==> config.mk <==
export PLATFORM = sky130hd
export DESIGN_NAME = sound_register_log_decoder_flat
export DESIGN_NICKNAME = d
export VERILOG_FILES = /design/src/hdl/srld_pkg.sv /design/src/hdl/srld_in_if.sv /design/src/hdl/srld_out_if.sv /design/src/hdl/sound_register_log_decoder.sv /design/src/flat_wrapper.sv
export SDC_FILE = /design/constraint.sdc
export NUM_CORES = 1
export LEC_CHECK = 0
export BUFFER_PORTS_ARGS = -buffer_cell sky130_fd_sc_hd__buf_2
export CORE_MARGIN = 3
export CORE_UTILIZATION = 31
export DETAILED_ROUTE_END_ITERATION = 6
export PLACE_DENSITY = 0.57
export SLEW_MARGIN = 20
export SYNTH_ARGS = -nofsm -noshare
export SYNTH_HDL_FRONTEND = slang
export SYNTH_SLANG_ARGS = --single-unit
==> constraint.sdc <==
create_clock -name clk_i -period 4.8 [get_ports clk_i]
set_clock_uncertainty 0.15 [all_clocks]
set_input_delay 0.48 -clock clk_i [delete_from_list [all_inputs] [get_ports clk_i]]
set_output_delay 0.48 -clock clk_i [all_outputs]
set_load 0.03 [all_outputs]
==> src/hdl/srld_pkg.sv <==
package srld_pkg;

  // Result kinds
  typedef enum logic [1:0] {
    KIND_WRITE = 2'd0,
    KIND_WAIT  = 2'd1,
    KIND_LOOP  = 2'd2,
    KIND_STOP  = 2'd3
  } kind_e;

  // Parser phases, one-hot
  typedef enum logic [4:0] {
    PH_OPCODE = 5'b00001,
    PH_SINGLE = 5'b00010,
    PH_PAIR_A = 5'b00100,
    PH_PAIR_B = 5'b01000,
    PH_VARINT = 5'b10000
  } phase_e;

  // Special opcodes
  localparam logic [7:0] OP_WAIT_ONE = 8'hFF;
  localparam logic [7:0] OP_WAIT_VAR = 8'hFE;
  localparam logic [7:0] OP_END      = 8'hFD;
  localparam logic [7:0] OP_PAIR_X   = 8'h1F;
  localparam logic [7:0] OP_PAIR_Y   = 8'h36;
  localparam logic [7:0] OP_PAIR_Z   = 8'h37;

  // Opcode ranges
  localparam logic [7:0] OP_LOW_LAST   = 8'h15;
  localparam logic [7:0] OP_BANK_FIRST = 8'h16;
  localparam logic [7:0] OP_BANK_LAST  = 8'h1E;
  localparam logic [7:0] OP_FIX_FIRST  = 8'h20;
  localparam logic [7:0] OP_FIX_LAST   = 8'h35;
  localparam logic [7:0] OP_GRP_FIRST  = 8'h3C;
  localparam logic [7:0] OP_GRP_LAST   = 8'h3F;
  localparam logic [7:0] OP_HIGH_FIRST = 8'h40;
  localparam logic [7:0] OP_HIGH_LAST  = 8'h8F;

  // Register address bases
  localparam logic [15:0] ADR_DIRECT = 16'h4000;
  localparam logic [15:0] ADR_BANK   = 16'h9000;
  localparam logic [15:0] ADR_FIX    = 16'h5000;
  localparam logic [15:0] ADR_GRP    = 16'h5FF0;

  // Paired command addresses
  localparam logic [15:0] ADR_X_A = 16'h9010;
  localparam logic [15:0] ADR_X_B = 16'h9030;
  localparam logic [15:0] ADR_Y_A = 16'hF800;
  localparam logic [15:0] ADR_Y_B = 16'h4800;
  localparam logic [15:0] ADR_Z_A = 16'hC000;
  localparam logic [15:0] ADR_Z_B = 16'hE000;

  localparam logic [31:0] WAIT_BIAS = 32'd3;

endpackage

==> src/hdl/srld_in_if.sv <==
interface srld_in_if;
  logic       valid;
  logic       ready;
  logic [7:0] log_byte;

  modport source (output valid, output log_byte, input ready);
  modport sink   (input valid, input log_byte, output ready);
endinterface

==> src/hdl/srld_out_if.sv <==
interface srld_out_if;
  logic        valid;
  logic        ready;
  logic [1:0]  kind;
  logic [15:0] reg_address;
  logic [7:0]  reg_data;
  logic [31:0] wait_count;

  modport source (output valid, output kind, output reg_address, output reg_data,
                  output wait_count, input ready);
  modport sink   (input valid, input kind, input reg_address, input reg_data,
                  input wait_count, output ready);
endinterface

==> src/hdl/sound_register_log_decoder.sv <==
// Channel   Dir  Word
// byte_i    in   log_byte: one opcode or operand byte of the log
// result_o  out  kind, reg_address, reg_data, wait_count
// cfg       in   cfg_we_i / cfg_data_i: loop_enabled
//
// One byte is taken every cycle unless the output stalls; its result, if any,
// appears in the output register on the next cycle. The opcode decode and varint
// shift sit between the parser state and the output register: one byte a cycle.
// Reset clears the parser, the loop flag and the output valid.
// A stalled output holds its word and blocks byte_i until it is taken.
module sound_register_log_decoder (
  input  logic       clk_i,
  input  logic       rst_ni,
  input  logic       cfg_we_i,
  input  logic       cfg_data_i,
  srld_in_if.sink    byte_i,
  srld_out_if.source result_o
);
  import srld_pkg::*;

  logic        loop_en_q;
  phase_e      phase_q, phase_d;
  logic        playing_q, playing_d;
  logic [15:0] pend_adr_q, pend_adr_d;
  logic [15:0] sec_adr_q, sec_adr_d;
  logic [31:0] varint_q, varint_d;

  logic        out_valid_q;
  kind_e       kind_q, kind_d;
  logic [15:0] adr_q, adr_d;
  logic [7:0]  data_q, data_d;
  logic [31:0] wait_q, wait_d;
  logic        res_valid;

  logic        in_ready;
  logic        in_fire;
  logic [7:0]  b;
  logic [3:0]  bank_k;
  logic [1:0]  bank_g;
  logic [1:0]  bank_r;

  assign in_ready     = !out_valid_q || result_o.ready;
  assign byte_i.ready = in_ready;
  assign in_fire      = byte_i.valid && in_ready;
  assign b            = byte_i.log_byte;

  // Banked range: group = k / 3 and remainder, k in 0..8
  assign bank_k = 4'(b - OP_BANK_FIRST);
  always_comb begin
    if (bank_k >= 4'd6) begin
      bank_g = 2'd2;
      bank_r = 2'(bank_k - 4'd6);
    end else if (bank_k >= 4'd3) begin
      bank_g = 2'd1;
      bank_r = 2'(bank_k - 4'd3);
    end else begin
      bank_g = 2'd0;
      bank_r = 2'(bank_k);
    end
  end

  // Parser and result decode
  always_comb begin
    phase_d    = phase_q;
    playing_d  = playing_q;
    pend_adr_d = pend_adr_q;
    sec_adr_d  = sec_adr_q;
    varint_d   = varint_q;
    res_valid  = 1'b0;
    kind_d     = KIND_WRITE;
    adr_d      = '0;
    data_d     = '0;
    wait_d     = '0;
    if (in_fire && playing_q) begin
      case (phase_q)
        PH_SINGLE: begin
          res_valid = 1'b1;
          adr_d     = pend_adr_q;
          data_d    = b;
          phase_d   = PH_OPCODE;
        end
        PH_PAIR_A: begin
          res_valid = 1'b1;
          adr_d     = pend_adr_q;
          data_d    = b;
          phase_d   = PH_PAIR_B;
        end
        PH_PAIR_B: begin
          res_valid = 1'b1;
          adr_d     = sec_adr_q;
          data_d    = b;
          phase_d   = PH_OPCODE;
        end
        PH_VARINT: begin
          varint_d = {varint_q[24:0], b[6:0]};
          if (!b[7]) begin
            res_valid = 1'b1;
            kind_d    = KIND_WAIT;
            wait_d    = varint_d + WAIT_BIAS;
            phase_d   = PH_OPCODE;
          end
        end
        default: begin
          phase_d = PH_OPCODE;
          if (b == OP_WAIT_ONE) begin
            res_valid = 1'b1;
            kind_d    = KIND_WAIT;
            wait_d    = 32'd1;
          end else if (b == OP_WAIT_VAR) begin
            varint_d = '0;
            phase_d  = PH_VARINT;
          end else if (b == OP_END) begin
            res_valid = 1'b1;
            if (loop_en_q) begin
              kind_d = KIND_LOOP;
            end else begin
              kind_d    = KIND_STOP;
              playing_d = 1'b0;
            end
          end else if (b == OP_PAIR_X) begin
            pend_adr_d = ADR_X_A;
            sec_adr_d  = ADR_X_B;
            phase_d    = PH_PAIR_A;
          end else if (b == OP_PAIR_Y) begin
            pend_adr_d = ADR_Y_A;
            sec_adr_d  = ADR_Y_B;
            phase_d    = PH_PAIR_A;
          end else if (b == OP_PAIR_Z) begin
            pend_adr_d = ADR_Z_A;
            sec_adr_d  = ADR_Z_B;
            phase_d    = PH_PAIR_A;
          end else if (b inside {[8'h00:OP_LOW_LAST], [OP_HIGH_FIRST:OP_HIGH_LAST]}) begin
            pend_adr_d = ADR_DIRECT + {8'h00, b};
            phase_d    = PH_SINGLE;
          end else if (b inside {[OP_BANK_FIRST:OP_BANK_LAST]}) begin
            pend_adr_d = ADR_BANK + {2'b00, bank_g, 10'h000, bank_r};
            phase_d    = PH_SINGLE;
          end else if (b inside {[OP_FIX_FIRST:OP_FIX_LAST]}) begin
            pend_adr_d = ADR_FIX + {8'h00, 8'(b - OP_FIX_FIRST)};
            phase_d    = PH_SINGLE;
          end else if (b inside {[OP_GRP_FIRST:OP_GRP_LAST]}) begin
            pend_adr_d = ADR_GRP + {12'h000, b[3:0]};
            phase_d    = PH_SINGLE;
          end
        end
      endcase
    end
  end

  // Parser state and loop flag
  always_ff @(posedge clk_i or negedge rst_ni) begin
    if (!rst_ni) begin
      loop_en_q  <= 1'b0;
      phase_q    <= PH_OPCODE;
      playing_q  <= 1'b1;
      pend_adr_q <= '0;
      sec_adr_q  <= '0;
      varint_q   <= '0;
    end else begin
      if (cfg_we_i) begin
        loop_en_q <= cfg_data_i;
      end
      phase_q    <= phase_d;
      playing_q  <= playing_d;
      pend_adr_q <= pend_adr_d;
      sec_adr_q  <= sec_adr_d;
      varint_q   <= varint_d;
    end
  end

  // Output valid
  always_ff @(posedge clk_i or negedge rst_ni) begin
    if (!rst_ni) begin
      out_valid_q <= 1'b0;
    end else if (in_ready) begin
      out_valid_q <= res_valid;
    end
  end

  // Output word
  always_ff @(posedge clk_i) begin
    if (res_valid) begin
      kind_q <= kind_d;
      adr_q  <= adr_d;
      data_q <= data_d;
      wait_q <= wait_d;
    end
  end

  assign result_o.valid       = out_valid_q;
  assign result_o.kind        = kind_q;
  assign result_o.reg_address = adr_q;
  assign result_o.reg_data    = data_q;
  assign result_o.wait_count  = wait_q;

endmodule

==> src/flat_wrapper.sv <==
// flat-port wrapper written by rule: the top's interface ports become plain ports
module sound_register_log_decoder_flat import srld_pkg::*;
  (clk_i, rst_ni, cfg_we_i, cfg_data_i, byte_i_valid, byte_i_log_byte, byte_i_ready, result_o_valid, result_o_kind, result_o_reg_address, result_o_reg_data, result_o_wait_count, result_o_ready);
  srld_in_if byte_i_i ();
  srld_out_if result_o_i ();
  input  logic clk_i;
  input  logic rst_ni;
  input  logic cfg_we_i;
  input  logic cfg_data_i;
  input wire logic [$bits(byte_i_i.valid)-1:0] byte_i_valid;
  input wire logic [$bits(byte_i_i.log_byte)-1:0] byte_i_log_byte;
  output wire logic [$bits(byte_i_i.ready)-1:0] byte_i_ready;
  output wire logic [$bits(result_o_i.valid)-1:0] result_o_valid;
  output wire logic [$bits(result_o_i.kind)-1:0] result_o_kind;
  output wire logic [$bits(result_o_i.reg_address)-1:0] result_o_reg_address;
  output wire logic [$bits(result_o_i.reg_data)-1:0] result_o_reg_data;
  output wire logic [$bits(result_o_i.wait_count)-1:0] result_o_wait_count;
  input wire logic [$bits(result_o_i.ready)-1:0] result_o_ready;
  assign byte_i_i.valid = byte_i_valid;
  assign byte_i_i.log_byte = byte_i_log_byte;
  assign byte_i_ready = byte_i_i.ready;
  assign result_o_valid = result_o_i.valid;
  assign result_o_kind = result_o_i.kind;
  assign result_o_reg_address = result_o_i.reg_address;
  assign result_o_reg_data = result_o_i.reg_data;
  assign result_o_wait_count = result_o_i.wait_count;
  assign result_o_i.ready = result_o_ready;
  sound_register_log_decoder u_core (.clk_i(clk_i), .rst_ni(rst_ni), .cfg_we_i(cfg_we_i), .cfg_data_i(cfg_data_i), .byte_i(byte_i_i), .result_o(result_o_i));
endmodule
==> results_dict.tcl <==
set metrics [dict create \
    wl_per_cell_um 16.8 \
    first_pass_iters 4 \
    r2r_cells 4 \
    die_y_um 139 \
    ctsHoldBuffers 0 \
    worst_slew_pin_slew_ns 0.951 \
    syn_nets 517 \
    antenna_found_initial 0 \
    cts_tree "done" \
    final_area_um2 6300 \
    path_class "register to register" \
    crit_buf_inv 1 \
    cp.arrival_ns 2.66 \
    yosys_warnings 0 \
    peakVddDrop_v 0.000210 \
    numPortBuffers 73 \
    period_minus_slack_ns 3.00 \
    top_layer "met4" \
    insertion_delay_ns 0.35 \
    numCtsBuffers 9 \
    wl_met3_um 737 \
    first_iter_violations 227 \
    setup_viol 0 \
    cts_resized 0 \
    htreeDepth 3 \
    r2r_slack_ns 1.80 \
    wl_um 13100 \
    cp.depth 4 \
    synthesis.instances 492 \
    initial_core_util_pct 31.8 \
    yosysSeqAreaShare_pct 54.1 \
    dpl_cell_area_um2 6020 \
    leakagePower_uw 0.00227 \
    whs_ns 0.0936 \
    grt_first_pass_wirelength_um 21800 \
    dpl_worst_slack_ns 1.64 \
    outcome "completed" \
    core_area_um2 17400 \
    dp.cells 765 \
    cp_slowest_stage_delay_ns 0.74 \
    startpoint_type "register" \
    async_reset_ff_share_pct 48.1 \
    ant_nets 0 \
    grt_overflow 0 \
    drive_gt1_share_pct 22.7 \
    fmax_mhz 333 \
    cts.sinks 108 \
    grt_max_degree 57 \
    antenna_cells 0 \
    crit_path_max_fanout 56 \
    vias_per_cell 5.08 \
    dieWidth_um 139 \
    cp_top_family "simple AND/OR/NAND/NOR gates" \
    grt_pass1_vias 4110 \
    synth_edf_count 56 \
    grt_use_total_pct 13.9 \
    nNetsFinal 576 \
    dp_hpwl_um 9330 \
    routabilityCongestion 0.834 \
    crit_chain "nor4_2, a21oi_1, nand2_1, clkinv_2" \
    cts_buffer_depth 2 \
    rsz0062_at_grt "no" \
    rows 48 \
    cp-end-kind "register" \
    cp.required_ns 4.46 \
    drcViolationCount 0 \
    met1_length_um 5660 \
    synth_area_per_cell_um2 11.2 \
    fin_cells 781 \
    min_path_type "input port to asynchronous set/reset pin" \
    power_density_nw_per_um2 278 \
    setup_ws_ns 1.80 \
    root_buffer "clkbuf_16" \
    io_pins 74 \
    ys_ff_latch 108 \
    slew_viol_final 0 \
    die_area_um2 19400 \
    final.setup.tns_ns 0 \
    synth-main-ff-cell "edfxtp_1" \
    yosysUniqueCellTypes 73 \
    drv_cap 0 \
    vias 3965 \
    fillCellCount 1722 \
    cts.clk_slew.worst_paths_ns 0.07 \
    synthToLayoutAreaGrowth_pct 14.2 \
    wl_met2_um 6420 \
    critPathSlowestCell "clkinv_2" \
    post_cts_buffers 0 \
    syn_area_um2 5510 \
    hold_viol_final 0 \
    finalCritPeriodShare_pct 62.6 \
    slew_headroom_pct 36.5 \
]
-- cell families (layout without fill, tap and decap cells) --
logic type	Yosys count	after routing	synth area share, %
buffers and inverters	45	109	4.33
adder cells (fa/ha/maj)	11	11	2.50
XOR/XNOR	32	32	5.08
flip-flops	108	108	54.1
AND/OR/NAND/NOR	194	194	19.4
AO/OA/AOI/OAI	97	97	13.6
multiplexers	5	5	0.998
-- cell type report --
class                           instances  area (um^2)  area share (%)
Tap cell                              225          282            4.47
Multi-Input combinational cell        339         2300            36.5
Timing Repair Buffer                   78          403            6.40
Clock buffer                           12          246            3.91
Sequential cell                       108         2990            47.4
Inverter                               15         57.6           0.914
Clock inverter                          4         25.0           0.397
-- routing by layer --
metal / GRT usage (%) / vias up
met2: 22.7 / 106
met4: 4.53 / 0
li1: - / 1915
met1: 17.7 / 1919
met3: 4.47 / 25
met5: 0 / -
-- report_power, final --
group / leakage [uW] / switching, uW / total (uW) / internal, uW
Combinational: 0.00104 / 60.7 / 89.3 / 28.6
Sequential: 0.00109 / 0.741 / 969 / 968
Clock: 0.000137 / 325 / 691 / 366
Total: 0.00227 / 386 / 1750 / 1360
-- through the flow --
| stage | util (%) | total power, uW |
|---|---|---|
| floorplan | - | 1050 |
| global placement | 34.7 | 1080 |
| detailed placement | 34.7 | 1080 |
| CTS | 36.2 | 1770 |
| global route | 36.3 | 1820 |
| finish | 36.3 | 1750 |
-- worst reg2reg max path: stages, from the launching register on --
cell and delay (ns):
dfrtp_1 0.49, nor4_2 0.65, a21oi_1 0.24, nand2_1 0.16, clkinv_2 0.74
-- cell usage in the layout, fill, tap and decap left out, drive strengths merged, types with 4 or more instances in the layout --
cell    netlist  layout
clkbuf        9      12
o21ai        19      19
nor3         19      19
inv          15      15
a22oi         4       4
xor2         13      13
xnor2        19      19
nor3b         5       5
nor4          9       9
a21oi        14      14
a22o         30      30
edfxtp       56      56
dfrtp        50      50
nand2        44      44
or3           7       7
nand2b        7       7
nand3        13      13
clkinv        0       4
ha           11      11
nand4         8       8
and3         13      13
mux2          4       4
nor2         55      55
buf          21      78
and2          5       5
-- Yosys cell counts, types with 3 or more instances --
| cell | count | area share [%] |
|---|---|---|
| edfxtp_1 | 56 | 30 |
| nor2_1 | 51 | 3.5 |
| dfrtp_1 | 50 | 23 |
| nand2_1 | 42 | 2.9 |
| a22o_1 | 29 | 4.6 |
| xnor2_1 | 19 | 3.0 |
| nor3_1 | 17 | 1.5 |
| o21ai_0 | 17 | 1.5 |
| inv_1 | 15 | 1.0 |
| nand3_1 | 13 | 1.2 |
| xor2_1 | 13 | 2.1 |
| a21oi_1 | 11 | 1.0 |
| and3_1 | 11 | 1.2 |
| buf_2 | 11 | 1.0 |
| ha_1 | 11 | 2.5 |
| clkbuf_1 | 9 | 0.61 |
| nand4_1 | 7 | 0.79 |
| or3_1 | 7 | 0.79 |
| nand2b_1 | 6 | 0.68 |
| buf_4 | 5 | 0.68 |
| buf_6 | 5 | 1.0 |
| nor4_1 | 5 | 0.57 |
| a22oi_1 | 4 | 0.54 |
| and2_1 | 4 | 0.45 |
| nor2_2 | 4 | 0.45 |
| mux2_2 | 3 | 0.61 |
| nor4_2 | 3 | 0.68 |
| o31ai_1 | 3 | 0.41 |
-- final timing paths --
path	to	from
worst max-delay path	u_core.result_o.wait_count[18]	u_core.phase_q[1]
worst min-delay path	u_core.result_o.valid	rst_ni
worst max register to register	u_core.result_o.wait_count[18]	u_core.phase_q[1]
worst min register to register	u_core.pend_adr_q[1]	u_core.pend_adr_q[1]
max in group asynchronous	u_core.varint_q[24]	rst_ni
min in group clk_i	u_core.loop_en_q	cfg_data_i
-- registers in the layout, summed over array words and instances, names as in the netlist --
register / flops
u_core.phase_q: 5
u_core.result_o.wait_count: 32
u_core.result_o.reg_data: 8
u_core.result_o.kind: 2
u_core.result_o.valid: 1
u_core.result_o.reg_address: 14
u_core.varint_q: 25
u_core.pend_adr_q: 14
u_core.playing_q: 1
u_core.loop_en_q: 1
u_core.sec_adr_q: 5
Power figures use the tool's default switching activity.
